--- config.mk ---
export PLATFORM = sky130hd
export DESIGN_NAME = serial_line_button_parser_flat
export DESIGN_NICKNAME = d
export VERILOG_FILES = /design/src/hw/rtl/slbp_pkg.sv /design/src/hw/rtl/slbp_if.sv /design/src/hw/rtl/serial_line_button_parser.sv /design/src/hw/rtl/slbp_front.sv /design/src/hw/rtl/slbp_job_fifo.sv /design/src/hw/rtl/slbp_back.sv /design/src/flat_wrapper.sv
export VERILOG_INCLUDE_DIRS = /design/src /design/src/hw/rtl
export SDC_FILE = /design/constraint.sdc
export NUM_CORES = 2
export LEC_CHECK = 0
export BUFFER_PORTS_ARGS = -buffer_cell sky130_fd_sc_hd__buf_2
export CAP_MARGIN = 20
export CELL_PAD_IN_SITES_DETAIL_PLACEMENT = 0
export CELL_PAD_IN_SITES_GLOBAL_PLACEMENT = 1
export CORE_MARGIN = 2
export CORE_UTILIZATION = 59
export CTS_CLUSTER_DIAMETER = 100
export CTS_CLUSTER_SIZE = 28
export DETAILED_ROUTE_END_ITERATION = 10
export PLACE_DENSITY = 0.86
export SYNTH_ARGS = -nofsm -noshare
export SYNTH_HDL_FRONTEND = slang
export SYNTH_SLANG_ARGS = --single-unit
--- constraint.sdc ---
create_clock -name clk -period 9.5 [get_ports clk]
set_input_delay 0.95 -clock clk [delete_from_list [all_inputs] [get_ports clk]]
set_output_delay 0.95 -clock clk [all_outputs]
set_load 0.1 [all_outputs]
--- src/hw/rtl/serial_line_button_parser_assert.svh ---
// ---------------------------------------------------------------------------
// serial line button parser assertion macros
// shared concurrent assertion forms used by the rtl modules
// ---------------------------------------------------------------------------
`ifndef SERIAL_LINE_BUTTON_PARSER_ASSERT_SVH
`define SERIAL_LINE_BUTTON_PARSER_ASSERT_SVH

// same-cycle implication, disabled while reset is asserted
`define SLBP_ASSERT_IMP(label, clk, rst_n, ante, cons, msg) \
	label: assert property (@(posedge clk) disable iff (!(rst_n)) (ante) |-> (cons)) \
		else $error(msg);

// next-cycle implication, disabled while reset is asserted
`define SLBP_ASSERT_NEXT(label, clk, rst_n, ante, cons, msg) \
	label: assert property (@(posedge clk) disable iff (!(rst_n)) (ante) |=> (cons)) \
		else $error(msg);

`endif

--- src/hw/rtl/slbp_pkg.sv ---
`default_nettype none
// ---------------------------------------------------------------------------
// slbp_pkg
// shared types and constants of the serial line button parser
// ---------------------------------------------------------------------------
package slbp_pkg;

	// character codes
	localparam logic [7:0] CH_NUL   = 8'd0;
	localparam logic [7:0] CH_TAB   = 8'd9;
	localparam logic [7:0] CH_LF    = 8'd10;
	localparam logic [7:0] CH_VT    = 8'd11;
	localparam logic [7:0] CH_FF    = 8'd12;
	localparam logic [7:0] CH_CR    = 8'd13;
	localparam logic [7:0] CH_SPACE = 8'd32;
	localparam logic [7:0] CH_PLUS  = 8'd43;
	localparam logic [7:0] CH_MINUS = 8'd45;
	localparam logic [7:0] CH_0     = 8'd48;
	localparam logic [7:0] CH_9     = 8'd57;

	// accumulator saturation value, anything above the byte range
	localparam logic [8:0] ACC_SAT = 9'd256;

	// result kinds
	localparam logic KIND_BUTTON = 1'b0;
	localparam logic KIND_INFO   = 1'b1;

	// widths sized for the largest supported line capacity (65)
	localparam int LEN_W_MAX = 7;
	localparam int IDX_W_MAX = 6;

	// job queue depth between front and back
	localparam int JOBQ_DEPTH = 2;

	typedef enum logic [1:0] {
		PH_SPACE  = 2'd0,
		PH_SIGN   = 2'd1,
		PH_DIGITS = 2'd2,
		PH_BAD    = 2'd3
	} phase_t;

	typedef enum logic {
		BK_IDLE  = 1'b0,
		BK_DRAIN = 1'b1
	} back_state_t;

	// line store write port, front to back
	typedef struct packed {
		logic                 en;
		logic                 bank;
		logic [IDX_W_MAX-1:0] idx;
		logic [7:0]           data;
	} store_wr_t;

	// one finished line
	typedef struct packed {
		logic                 ok;
		logic [7:0]           mask;
		logic                 bank;
		logic [LEN_W_MAX-1:0] tlen;
	} job_t;

	// store bank handed back once its text has been streamed out
	typedef struct packed {
		logic en;
		logic bank;
	} bank_rel_t;

endpackage
`default_nettype wire

--- src/hw/rtl/slbp_if.sv ---
`default_nettype none
// ---------------------------------------------------------------------------
// slbp channel interfaces
// valid/ready channels for received bytes and for results
// ---------------------------------------------------------------------------
interface slbp_rx_if;
	logic       valid;
	logic       ready;
	logic [7:0] rx_byte;

	modport source (output valid, output rx_byte, input ready);
	modport sink (input valid, input rx_byte, output ready);
endinterface

interface slbp_res_if;
	logic       valid;
	logic       ready;
	logic       kind;
	logic [7:0] value;
	logic       last;

	modport source (output valid, output kind, output value, output last, input ready);
	modport sink (input valid, input kind, input value, input last, output ready);
endinterface
`default_nettype wire

--- src/hw/rtl/serial_line_button_parser.sv ---
`default_nettype none
// ---------------------------------------------------------------------------
// serial_line_button_parser
// collects received bytes into lines and reports a button mask or echo text
// ---------------------------------------------------------------------------
// rx  : one received byte per transaction; CR or LF ends the line
// res : results {kind, value, last}; kind 0 carries a button mask, kind 1
//       one byte of the line text, last marks the final one of a line
// throughput: bytes are taken one per cycle while the two-entry line queue
//   has room and the store bank being filled is free; info text leaves at
//   one byte per cycle through the single store read port while res is ready,
//   a mask as one transaction; with the back idle a line end passes the line
//   queue and the output register before the first result of its line is valid
// stalls: a held res keeps its transaction and freezes the drain; rx keeps
//   filling the second store bank until the queue fills or the next line
//   needs the bank still being drained
// reset: arst_n clears all control state and empties the queue; the line
//   store needs no clearing, only bytes written for the current line are read
// ---------------------------------------------------------------------------

module serial_line_button_parser #(
	parameter int LINE_CAPACITY = 64
) (
	input  logic       clk,
	input  logic       arst_n,
	slbp_rx_if.sink    rx,
	slbp_res_if.source res
);
	import slbp_pkg::*;

	// between front and back: store writes, bank release and the line queue
	store_wr_t wr;
	bank_rel_t rel;
	job_t      push_job;
	job_t      head;
	logic      push;
	logic      pop;
	logic      q_full;
	logic      q_empty;

	// front: byte acceptance, line store writes, incremental number check
	slbp_front #(
		.LINE_CAPACITY(LINE_CAPACITY)
	) u_front (
		.clk    (clk),
		.arst_n (arst_n),
		.rx     (rx),
		.rel    (rel),
		.q_full (q_full),
		.wr     (wr),
		.push   (push),
		.job    (push_job)
	);

	// finished lines wait here so front and back stall on their own
	slbp_job_fifo u_jobq (
		.clk      (clk),
		.arst_n   (arst_n),
		.push     (push),
		.push_job (push_job),
		.pop      (pop),
		.head     (head),
		.full     (q_full),
		.empty    (q_empty)
	);

	// back: line store and result sequencing
	slbp_back #(
		.LINE_CAPACITY(LINE_CAPACITY)
	) u_back (
		.clk     (clk),
		.arst_n  (arst_n),
		.wr      (wr),
		.head    (head),
		.q_empty (q_empty),
		.pop     (pop),
		.rel     (rel),
		.res     (res)
	);

endmodule
`default_nettype wire

--- src/hw/rtl/slbp_front.sv ---
`default_nettype none
// ---------------------------------------------------------------------------
// slbp_front
// accepts bytes, stores the line and checks the number as it arrives
// ---------------------------------------------------------------------------
`include "serial_line_button_parser_assert.svh"

module slbp_front #(
	parameter int LINE_CAPACITY = 64
) (
	input  logic                clk,
	input  logic                arst_n,
	slbp_rx_if.sink             rx,
	input  slbp_pkg::bank_rel_t rel,
	input  logic                q_full,
	output slbp_pkg::store_wr_t wr,
	output logic                push,
	output slbp_pkg::job_t      job
);
	import slbp_pkg::*;

	localparam int DEPTH = LINE_CAPACITY - 1;
	localparam int LW    = $clog2(LINE_CAPACITY);

	logic [LW-1:0] len_q;
	logic [LW-1:0] text_end_q;
	logic          zero_seen_q;
	phase_t        phase_q;
	logic          minus_q;
	logic [8:0]    accum_q;
	logic          bank_q;
	logic [1:0]    busy_q;

	phase_t        phase_n;
	logic          minus_n;
	logic [8:0]    accum_n;
	logic [1:0]    busy_n;
	logic [12:0]   acc_wide;
	logic          accept;
	logic          is_eol;
	logic          is_space;
	logic          is_sign;
	logic          is_digit;
	logic          has_room;
	logic          store;
	logic          eol;
	logic          ok;
	logic [LW-1:0] tlen;

	assign rx.ready = !busy_q[bank_q] && !q_full;
	assign accept   = rx.valid && rx.ready;
	assign is_eol   = (rx.rx_byte == CH_LF) || (rx.rx_byte == CH_CR);
	assign is_space = rx.rx_byte inside {CH_SPACE, CH_TAB, CH_VT, CH_FF};
	assign is_sign  = (rx.rx_byte == CH_PLUS) || (rx.rx_byte == CH_MINUS);
	assign is_digit = rx.rx_byte inside {[CH_0:CH_9]};
	assign has_room = len_q < LW'(DEPTH);
	assign store    = accept && !is_eol && has_room;
	assign eol      = accept && is_eol;

	assign acc_wide = 13'(accum_q) * 13'd10 + 13'(rx.rx_byte - CH_0);

	// per-byte number check, stops at the first zero byte
	always_comb begin
		phase_n = phase_q;
		minus_n = minus_q;
		accum_n = accum_q;
		if (store && !zero_seen_q && rx.rx_byte != CH_NUL) begin
			if (phase_q == PH_SPACE && is_space) begin
				phase_n = phase_q;
			end else if (phase_q == PH_SPACE && is_sign) begin
				minus_n = (rx.rx_byte == CH_MINUS);
				phase_n = PH_SIGN;
			end else if (phase_q != PH_BAD) begin
				if (is_digit) begin
					accum_n = (acc_wide > 13'd255) ? ACC_SAT : acc_wide[8:0];
					phase_n = PH_DIGITS;
				end else begin
					phase_n = PH_BAD;
				end
			end
		end
	end

	assign tlen = zero_seen_q ? text_end_q : len_q;
	assign ok   = (phase_q == PH_DIGITS) && (minus_q ? (accum_q == 9'd0) : !accum_q[8]);
	assign push = eol && (len_q != '0) && (ok || tlen != '0);

	assign job.ok   = ok;
	assign job.mask = accum_q[7:0];
	assign job.bank = bank_q;
	assign job.tlen = LEN_W_MAX'(tlen);

	assign wr.en   = store;
	assign wr.bank = bank_q;
	assign wr.idx  = IDX_W_MAX'(len_q);
	assign wr.data = rx.rx_byte;

	always_comb begin
		busy_n = busy_q;
		if (rel.en) begin
			busy_n[rel.bank] = 1'b0;
		end
		if (push && !ok) begin
			busy_n[bank_q] = 1'b1;
		end
	end

	always_ff @(posedge clk or negedge arst_n) begin
		if (!arst_n) begin
			len_q       <= '0;
			text_end_q  <= '0;
			zero_seen_q <= 1'b0;
			phase_q     <= PH_SPACE;
			minus_q     <= 1'b0;
			accum_q     <= '0;
			bank_q      <= 1'b0;
			busy_q      <= '0;
		end else begin
			busy_q <= busy_n;
			if (eol) begin
				len_q       <= '0;
				text_end_q  <= '0;
				zero_seen_q <= 1'b0;
				phase_q     <= PH_SPACE;
				minus_q     <= 1'b0;
				accum_q     <= '0;
				if (push && !ok) begin
					bank_q <= !bank_q;
				end
			end else if (store) begin
				len_q   <= len_q + LW'(1);
				phase_q <= phase_n;
				minus_q <= minus_n;
				accum_q <= accum_n;
				if (!zero_seen_q && rx.rx_byte == CH_NUL) begin
					zero_seen_q <= 1'b1;
					text_end_q  <= len_q;
				end
			end
		end
	end

	`SLBP_ASSERT_IMP(a_write_free_bank, clk, arst_n, wr.en, !busy_q[wr.bank], "slbp_front: write into busy bank")
	`SLBP_ASSERT_IMP(a_busy_bank_released, clk, arst_n, rel.en, busy_q[rel.bank], "slbp_front: release of idle bank")
	`SLBP_ASSERT_IMP(a_len_bound, clk, arst_n, 1'b1, len_q <= LW'(DEPTH), "slbp_front: line length past capacity")

endmodule
`default_nettype wire

--- src/hw/rtl/slbp_job_fifo.sv ---
`default_nettype none
// ---------------------------------------------------------------------------
// slbp_job_fifo
// short queue of finished lines between front and back
// ---------------------------------------------------------------------------
`include "serial_line_button_parser_assert.svh"

module slbp_job_fifo (
	input  logic           clk,
	input  logic           arst_n,
	input  logic           push,
	input  slbp_pkg::job_t push_job,
	input  logic           pop,
	output slbp_pkg::job_t head,
	output logic           full,
	output logic           empty
);
	import slbp_pkg::*;

	localparam int PW = $clog2(JOBQ_DEPTH);

	job_t        ent_q [JOBQ_DEPTH];
	logic [PW-1:0] wptr_q;
	logic [PW-1:0] rptr_q;
	logic [PW:0]   count_q;

	assign full  = count_q == (PW+1)'(JOBQ_DEPTH);
	assign empty = count_q == '0;
	assign head  = ent_q[rptr_q];

	always_ff @(posedge clk) begin
		if (push) begin
			ent_q[wptr_q] <= push_job;
		end
	end

	always_ff @(posedge clk or negedge arst_n) begin
		if (!arst_n) begin
			wptr_q  <= '0;
			rptr_q  <= '0;
			count_q <= '0;
		end else begin
			if (push) begin
				wptr_q <= (wptr_q == PW'(JOBQ_DEPTH - 1)) ? '0 : wptr_q + PW'(1);
			end
			if (pop) begin
				rptr_q <= (rptr_q == PW'(JOBQ_DEPTH - 1)) ? '0 : rptr_q + PW'(1);
			end
			if (push && !pop) begin
				count_q <= count_q + (PW+1)'(1);
			end else if (pop && !push) begin
				count_q <= count_q - (PW+1)'(1);
			end
		end
	end

	`SLBP_ASSERT_IMP(a_no_push_full, clk, arst_n, push, !full, "slbp_job_fifo: push while full")
	`SLBP_ASSERT_IMP(a_no_pop_empty, clk, arst_n, pop, !empty, "slbp_job_fifo: pop while empty")
	`SLBP_ASSERT_IMP(a_count_bound, clk, arst_n, 1'b1, count_q <= (PW+1)'(JOBQ_DEPTH), "slbp_job_fifo: count past depth")

endmodule
`default_nettype wire

--- src/hw/rtl/slbp_back.sv ---
`default_nettype none
// ---------------------------------------------------------------------------
// slbp_back
// holds the line store and turns queued lines into result transactions
// ---------------------------------------------------------------------------
`include "serial_line_button_parser_assert.svh"

module slbp_back #(
	parameter int LINE_CAPACITY = 64
) (
	input  logic                clk,
	input  logic                arst_n,
	input  slbp_pkg::store_wr_t wr,
	input  slbp_pkg::job_t      head,
	input  logic                q_empty,
	output logic                pop,
	output slbp_pkg::bank_rel_t rel,
	slbp_res_if.source          res
);
	import slbp_pkg::*;

	localparam int DEPTH        = LINE_CAPACITY - 1;
	localparam int LW           = $clog2(LINE_CAPACITY);
	localparam int AW           = (DEPTH > 1) ? $clog2(DEPTH) : 1;
	localparam int BANK_ENTRIES = 2 ** AW;

	// two banks, one being filled while the other drains
	logic [7:0]    mem [2 * BANK_ENTRIES];

	back_state_t   state_q;
	back_state_t   state_n;
	logic [LW-1:0] idx_q;
	logic [LW-1:0] tlen_q;
	logic          bank_q;
	logic          out_valid_q;
	logic          kind_q;
	logic [7:0]    value_q;
	logic          last_q;

	logic          slot_free;
	logic          load_btn;
	logic          load_info;
	logic          info_last;
	logic          start_drain;
	logic [AW:0]   rd_addr;

	assign slot_free = !out_valid_q || res.ready;

	always_ff @(posedge clk) begin
		if (wr.en) begin
			mem[{wr.bank, wr.idx[AW-1:0]}] <= wr.data;
		end
	end

	always_ff @(posedge clk or negedge arst_n) begin
		if (!arst_n) begin
			state_q <= BK_IDLE;
		end else begin
			state_q <= state_n;
		end
	end

	always_comb begin
		state_n     = state_q;
		pop         = 1'b0;
		load_btn    = 1'b0;
		load_info   = 1'b0;
		info_last   = 1'b0;
		start_drain = 1'b0;
		rel         = '0;
		rd_addr     = {bank_q, idx_q[AW-1:0]};
		case (state_q)
			BK_IDLE: begin
				rd_addr = {head.bank, AW'(0)};
				if (!q_empty && slot_free) begin
					pop = 1'b1;
					if (head.ok) begin
						load_btn = 1'b1;
					end else begin
						load_info = 1'b1;
						info_last = head.tlen == LEN_W_MAX'(1);
						if (info_last) begin
							rel.en   = 1'b1;
							rel.bank = head.bank;
						end else begin
							start_drain = 1'b1;
							state_n     = BK_DRAIN;
						end
					end
				end
			end
			BK_DRAIN: begin
				if (slot_free) begin
					load_info = 1'b1;
					info_last = (idx_q + LW'(1)) == tlen_q;
					if (info_last) begin
						rel.en   = 1'b1;
						rel.bank = bank_q;
						state_n  = BK_IDLE;
					end
				end
			end
			default: begin
				state_n = BK_IDLE;
			end
		endcase
	end

	always_ff @(posedge clk or negedge arst_n) begin
		if (!arst_n) begin
			idx_q       <= '0;
			tlen_q      <= '0;
			bank_q      <= 1'b0;
			out_valid_q <= 1'b0;
		end else begin
			if (start_drain) begin
				idx_q  <= LW'(1);
				tlen_q <= LW'(head.tlen);
				bank_q <= head.bank;
			end else if (load_info) begin
				idx_q <= idx_q + LW'(1);
			end
			if (load_btn || load_info) begin
				out_valid_q <= 1'b1;
			end else if (res.ready) begin
				out_valid_q <= 1'b0;
			end
		end
	end

	// output register doubles as the store read register
	always_ff @(posedge clk) begin
		if (load_btn) begin
			kind_q  <= KIND_BUTTON;
			value_q <= head.mask;
			last_q  <= 1'b1;
		end else if (load_info) begin
			kind_q  <= KIND_INFO;
			value_q <= mem[rd_addr];
			last_q  <= info_last;
		end
	end

	assign res.valid = out_valid_q;
	assign res.kind  = kind_q;
	assign res.value = value_q;
	assign res.last  = last_q;

	`SLBP_ASSERT_IMP(a_drain_idx, clk, arst_n, state_q == BK_DRAIN, idx_q < tlen_q, "slbp_back: drain index past text end")
	`SLBP_ASSERT_NEXT(a_stall_holds_drain, clk, arst_n, state_q == BK_DRAIN && out_valid_q && !res.ready, state_q == BK_DRAIN && $stable(idx_q), "slbp_back: drain moved while stalled")
	`SLBP_ASSERT_IMP(a_release_on_last, clk, arst_n, rel.en, load_info && info_last, "slbp_back: bank released before last byte")

endmodule
`default_nettype wire
--- src/flat_wrapper.sv ---
// flat-port wrapper written by rule: the top's interface ports become plain ports
module serial_line_button_parser_flat import slbp_pkg::*;
#(
	parameter int LINE_CAPACITY = 64
)
  (clk, arst_n, rx_valid, rx_rx_byte, rx_ready, res_valid, res_kind, res_value, res_last, res_ready);
  slbp_rx_if rx_i ();
  slbp_res_if res_i ();
  input  logic clk;
  input  logic arst_n;
  input wire logic [$bits(rx_i.valid)-1:0] rx_valid;
  input wire logic [$bits(rx_i.rx_byte)-1:0] rx_rx_byte;
  output wire logic [$bits(rx_i.ready)-1:0] rx_ready;
  output wire logic [$bits(res_i.valid)-1:0] res_valid;
  output wire logic [$bits(res_i.kind)-1:0] res_kind;
  output wire logic [$bits(res_i.value)-1:0] res_value;
  output wire logic [$bits(res_i.last)-1:0] res_last;
  input wire logic [$bits(res_i.ready)-1:0] res_ready;
  assign rx_i.valid = rx_valid;
  assign rx_i.rx_byte = rx_rx_byte;
  assign rx_ready = rx_i.ready;
  assign res_valid = res_i.valid;
  assign res_kind = res_i.kind;
  assign res_value = res_i.value;
  assign res_last = res_i.last;
  assign res_i.ready = res_ready;
  serial_line_button_parser #(.LINE_CAPACITY(LINE_CAPACITY)) u_core (.clk(clk), .arst_n(arst_n), .rx(rx_i), .res(res_i));
endmodule
[Word level (Yosys, flattened, before mapping)]
Memory sizes are Yosys's and may differ from the RTL's.
Index checks and enable logic that the tools add are counted.
Storage, ports and cells
  flip-flop bits (word level): 57
  RAM bits: 1056
  memories: 2
Memory list
  u_core.u_back.mem: words 128, bits a word 8, rd ports 1, clocked after memory_dff 0, wr ports 1, RTL line slbp_back.sv:28  | logic [7:0] mem [2 * BANK_ENTRIES];
  u_core.u_jobq.ent_q: words 2, bits a word 16, rd ports 1, clocked after memory_dff 0, wr ports 1, RTL line slbp_job_fifo.sv:22  | job_t ent_q [JOBQ_DEPTH];
Operators by class
  add/sub/neg operators: 8
  $mul: 1
  order comparisons: 8
  equal/unequal tests: 15
  muxes and demuxes: 79
  bitwise logic cells: 4
  reductions and logical operators: 60
Operators with widths (count)
  9-bit 2-to-1 mux: 8
  6-bit 2-to-1 mux: 8
  8-bit by 4-bit equality test with 1-bit output, second input constant: 5
  1-bit 2-to-1 mux: 39
  2-bit 2-to-1 mux: 15
  8-bit by 6-bit equality test with 1-bit output, second input constant: 3
  1-bit logical AND: 20
  2-bit nonzero test: 10
  8-bit 2-to-1 mux: 2
  13-bit adder: 1
  13-bit by 8-bit > comparator with 1-bit output, second input constant: 1
  6-bit by 1-bit adder with 6-bit output, second input constant: 2
  9-bit by 3-bit multiplier with 12-bit output, second input constant: 1
  6-bit nonzero test: 2
  1-bit logical NOT: 11
  9-bit logical NOT: 1
  8-bit by 6-bit subtractor with 9-bit output, second input constant: 1
  8-bit by 6-bit greater-or-equal comparator with 1-bit output, second input constant: 1
  8-bit by 6-bit <= comparator with 1-bit output, second input constant: 1
  8-bit logical NOT: 1
  4-bit AND reduction: 2
  8-bit nonzero test: 1
  7-bit by 1-bit equality test with 1-bit output, second input constant: 1
  7-bit 2-to-1 mux: 1
  other kinds (22): 37

[Depth between registers and ports, before layout]
An unclocked memory read counts as a cell.
  depth in word-level cells: 15
  mapped depth: 17

[By module]
From an unflattened synthesis, not the netlist that was laid out.
Second synthesis, totals
  cells, all modules: 2898
  area total of the unflattened synthesis: 45718.8 µm²
By module, submodules not included
  slbp_back: times used 1, cells an instance 2534, area an instance 41609.9 µm²
  slbp_front: times used 1, cells an instance 295, area an instance 2645.0 µm²
  slbp_job_fifo: times used 1, cells an instance 69, area an instance 1463.9 µm²

[Worst setup path before layout]
OpenSTA, ideal clock, no wires.
  path kind: register -> register
  start point: reg u_core.u_front.accum_q[2]
  end point: reg u_core.u_front.accum_q[0]
  library setup time: 67 ps
  arrival: 3569 ps
  setup slack: 5865 ps
  stages on the path, launching flop included: 17
  period minus slack after synthesis: 3635 ps
  cell sequence: dfrtp_1 -> ha_1 -> ha_1 -> a21o_1 -> a21oi_1 -> o21bai_1 -> a21oi_1 -> o21ai_0 -> xor2_1 -> ha_1 -> inv_1 -> a22o_1 -> a221oi_1 -> o21ai_0 -> nand3b_1 -> nor4_4 -> a22o_1
Between the ends
  cells in the longest elaborated chain, start to end: 11
Ends and longest elaborated chain
  start: declaration: RTL line slbp_front.sv:30  | logic [8:0] accum_q;
  start signal: assignment: RTL line slbp_front.sv:134  | accum_q <= accum_n;
  9-bit by 3-bit multiplier with 12-bit output: RTL line slbp_front.sv:60  | assign acc_wide = 13'(accum_q) * 13'd10 + 13'(rx.rx_byte - CH_0);
  13-bit adder: RTL line slbp_front.sv:60
  13-bit by 8-bit > comparator with 1-bit output: RTL line slbp_front.sv:75  | accum_n = (acc_wide > 13'd255) ? ACC_SAT : acc_wide[8:0];
  9-bit 2-to-1 mux: RTL line slbp_front.sv:75
  9-bit 2-to-1 mux: RTL line slbp_front.sv:74  | if (is_digit) begin
  9-bit 2-to-1 mux: RTL line slbp_front.sv:73  | end else if (phase_q != PH_BAD) begin
  9-bit 2-to-1 mux: RTL line slbp_front.sv:70  | end else if (phase_q == PH_SPACE && is_sign) begin
  9-bit 2-to-1 mux: RTL line slbp_front.sv:68  | if (phase_q == PH_SPACE && is_space) begin
  9-bit 2-to-1 mux: RTL line slbp_front.sv:67  | if (store && !zero_seen_q && rx.rx_byte != CH_NUL) begin
  9-bit 2-to-1 mux: RTL line slbp_front.sv:130  | end else if (store) begin
  9-bit 2-to-1 mux: RTL line slbp_front.sv:120  | if (eol) begin
No other way between the ends. The select of a mux whose other input is x is not followed.
A chain may end at the register's enable or synchronous reset.

[Worst setup path in the final report]
  start point: reg u_core.u_back.state_q
  end point: reg u_core.u_back.value_q[1] (netlist: u_core.u_back.res.value[1]), data pin
Between the ends
  cells in the longest elaborated chain, start to end: 4
  elaborated cells on any way between the ends: 5
  those cells by class: mux: 4; memory: 1
Ends and longest elaborated chain
  start: declaration: RTL line slbp_back.sv:30  | back_state_t state_q;
  start signal: assignment: RTL line slbp_back.sv:59  | state_q <= state_n;
  7-bit 2-to-1 mux: RTL line slbp_back.sv:72  | case (state_q)
  memory 128 x 8 bit
  8-bit 2-to-1 mux: RTL line slbp_back.sv:137  | end else if (load_info) begin
  8-bit 2-to-1 mux (*): RTL line slbp_back.sv:133  | if (load_btn) begin
  end signal: assignment: RTL line slbp_back.sv:135  | value_q <= head.mask;
  end signal: assignment: RTL line slbp_back.sv:139  | value_q <= mem[rd_addr];
  end: declaration: RTL line slbp_back.sv:37  | logic [7:0] value_q;
Every way passes the cells marked *; elsewhere a longest branch is shown, timed or not. The select of a mux whose other input is x is not followed.

==> flow_summary.json <==
{
  "track_usage_pct": 27.85,
  "placedCellCount": 3659,
  "drt-wirelength-per-cell_um": 29.40,
  "yosys-top-cells-count": "edfxtp_1, mux2i_1, o22ai_1, nor2_1, o21ai_0",
  "yosys_warnings": 0,
  "core_um2": 74700,
  "final_cells": 3721,
  "port_buffers": 23,
  "ant_nets": 0,
  "worst-path-max-fanout": 122,
  "ctsRootBufferMaster": "clkbuf_16",
  "cts_resized": 0,
  "max_slew_margin_pct": 21.51,
  "cts_buffers": 46,
  "grt_pass1_vias": 24500,
  "slew_violations": 0,
  "cts.sinks": 1113,
  "viasPerCell": 6.802,
  "nets": 2786,
  "yosysMostFrequentCell": "edfxtp_1",
  "grt_pass1_wl_mm": 158.9,
  "yosysTopAreaCellShare_pct": 71.44,
  "crit_top_cell": "o22ai_1",
  "htree_levels": 2,
  "drt_iter0_markers": 3390,
  "yosys.area.top_type": "edfxtp_1",
  "setup_viol": 0,
  "end_kind": "flop",
  "clock_skew_ns": 0.02031,
  "synth-async-reset-ratio_pct": 4.223,
  "yosysUniqueCellTypes": 68,
  "highest_layer": "met4",
  "arrival_ns": 5.34,
  "critPathMaxStageDelay_ns": 0.79,
  "syn_inst": 2803,
  "grt_max_degree": 147,
  "worst-path-buf-inv": 2,
  "ys_ff_latch": 1113,
  "syn_nets": 2850,
  "syn_to_final_growth_pct": 5.189,
  "path_cells": "nand2_4, buf_12, buf_4, mux2i_1, o22ai_1, o22ai_1, o22ai_1, o21ai_0, o311ai_0",
  "synth_area_um2": 44730,
  "post-cts-setup-buffers": 0,
  "ir_worst_vdd_uv": 309.5,
  "crit_type": "reg2reg",
  "worst_pin_slew_ns": 1.145,
  "ios": 24,
  "path_clk_slew_ns": 0.11,
  "rsz0062_at_grt": "false",
  "fp.dieArea_um2": 78030,
  "dr.pass1.iters": 8,
  "p_leak_nw": 15.71,
  "fin_setup_tns_ns": 0,
  "cts_tree": "done",
  "vias": 25310,
  "status": "complete, no violations",
  "yosys_most_used_dff": "edfxtp_1",
  "final_layout_size_suffix_gt1_share_pct": 5.743,
  "fill_cells": 5177,
  "gp_congestion": 0.9346,
  "detail_route.wirelength_mm": 109.4,
  "cp_slowest_cell": "buf_4",
  "drc": 0,
  "crit_required_ns": 9.81,
  "synth_area_leaders": "edfxtp_1, mux2i_1, o22ai_1",
  "overflow": 0,
  "crit_family": "compound AO/OA/AOI/OAI gates",
  "die_height_um": 279.3,
  "worst_setup_path_start_kind": "flop",
  "post-route-period-util_pct": 52.93,
  "clk_latency_ns": 0.63,
  "antenna_found_initial": 2,
  "cts-hold-fix-buffers": 0,
  "die_x_um": 279.3,
  "period_needed_ns": 5.028,
  "rows": 100,
  "power_density_nw_per_um2": 271.8,
  "hold_viol_final": 0,
  "synth_area_per_cell_um2": 15.96,
  "initial_core_util_pct": 59.88,
  "cap_violations": 0,
  "m1WireLength_mm": 42.32,
  "synth_edf_count": 1064,
  "hpwl_mm": 66.95,
  "seq_area_frac_synth_pct": 74.16,
  "fmax_mhz": 198.9,
  "met2_length_mm": 52.52,
  "clk_path_buf_depth": 3,
  "hold_class": "in2async",
  "wl_met3_mm": 10.34
}
-- flip-flops by register name, indices dropped and copies added (netlist names) --
name                        cells
u_core.u_back.bank_q            1
u_core.u_back.idx_q             6
u_core.u_back.mem            1024
u_core.u_back.res.kind          1
u_core.u_back.res.last          1
u_core.u_back.res.valid         1
u_core.u_back.res.value         8
u_core.u_back.state_q           1
u_core.u_back.tlen_q            6
u_core.u_front.accum_q          9
u_core.u_front.bank_q           1
u_core.u_front.busy_q           2
u_core.u_front.len_q            6
u_core.u_front.minus_q          1
u_core.u_front.phase_q          2
u_core.u_front.text_end_q       6
u_core.u_front.zero_seen_q      1
u_core.u_jobq.count_q           2
u_core.u_jobq.ent_q            32
u_core.u_jobq.rptr_q            1
u_core.u_jobq.wptr_q            1
-- layout by cell type, fill, tap and decap left out, drive strengths merged, types with 3 or more instances in the layout --
cell and n:
mux2i 399, nor4 4, mux2 13, and2 4, nor2b 11, inv 22
edfxtp 1064, and3 6, nor3b 5, xnor2 19, buf 57, clkbuf 56
nand4 5, o221ai 4, a22o 9, a221oi 80, ha 33, a21oi 71
a21o 4, nor4b 3, dfrtp 47, nor3 21, nand3 14, xor2 15
nor2 227, o21ai 94, o22ai 257, a31oi 47, nand2b 3, nand2 62
o21bai 4, o311ai 7, or3 47, a211oi 4
-- power by group --
| group | switching, mW | internal (mW) |
|---|---|---|
| Clock | 1.38 | 0.946 |
| Combinational | 3.21 | 1.51 |
| Sequential | 0.200 | 5.54 |
| Total | 4.79 | 7.99 |
-- cell type report --
type	instances	area [µm²]	area share [%]
clock buffers	56	1252	2.662
flip-flops and latches	1113	33170	70.51
inverters	21	78.83	0.1675
diodes	1	2.502	0.005319
well taps	969	1212	2.577
clock inverters	4	43.79	0.09308
multi-input cells	1500	10850	23.05
repair buffers	57	440.4	0.9361
-- worst reg2reg max path, cell delays in order, from the launching register on --
cell,delay [ns]
dfrtp_1,0.64
nand2_4,0.49
buf_12,0.68
buf_4,0.85
mux2i_1,0.39
o22ai_1,0.15
o22ai_1,0.35
o22ai_1,0.18
o21ai_0,0.60
o311ai_0,0.38
-- final timing paths --
kind                                       start                    endpoint  slack (ns)  depth (start not counted)
setup / recovery           u_core.u_back.state_q  u_core.u_back.res.value[1]        4.47                          9
hold / removal                            arst_n     u_core.u_back.tlen_q[1]        0.41                          2
setup reg to reg           u_core.u_back.state_q  u_core.u_back.res.value[1]        4.47                          9
hold reg to reg             u_core.u_jobq.wptr_q        u_core.u_jobq.wptr_q        0.50                          1
max in group asynchronous                 arst_n      u_core.u_back.idx_q[0]        8.63                          2
min in group clk            u_core.u_jobq.wptr_q        u_core.u_jobq.wptr_q        0.50                          1
-- cells by family (layout without fill, tap and decap cells) --
group                      after synthesis  in the layout  synth area share [%]
AOI/OAI and AO/OA                      597            597                 8.681
and+or+nand+nor                        422            422                 4.420
DFF                                   1113           1113                 74.16
buffers and inverters                  190            138                 1.807
adders and majority gates               35             35                 1.013
muxes                                  412            412                 9.257
xor gates and xnor gates                34             34                0.6658
other                                    0              1                     0
-- per-layer routing --
layer	GRT usage [%]	vias to the layer above
met5	0	-
met4	10.27	0
met3	4.037	224
met2	45.62	1382
met1	38.46	12740
li1	-	10960
-- stage by stage --
stage               util [%]  hold slack [ns]  instance area (µm²)  power [mW]  setup slack [ns]
floorplan                  -           0.4555                44730       8.882             5.865
global placement       61.23           0.4613                45740       10.38             4.634
detailed placement     61.23           0.4617                45740       10.46             4.525
CTS                    62.97           0.4077                47040       12.71             4.529
global route           62.98           0.4338                47040       13.19             4.367
finish                 62.98           0.4087                47050       12.79             4.472
No activity file was read; power rests on OpenSTA's default activity.
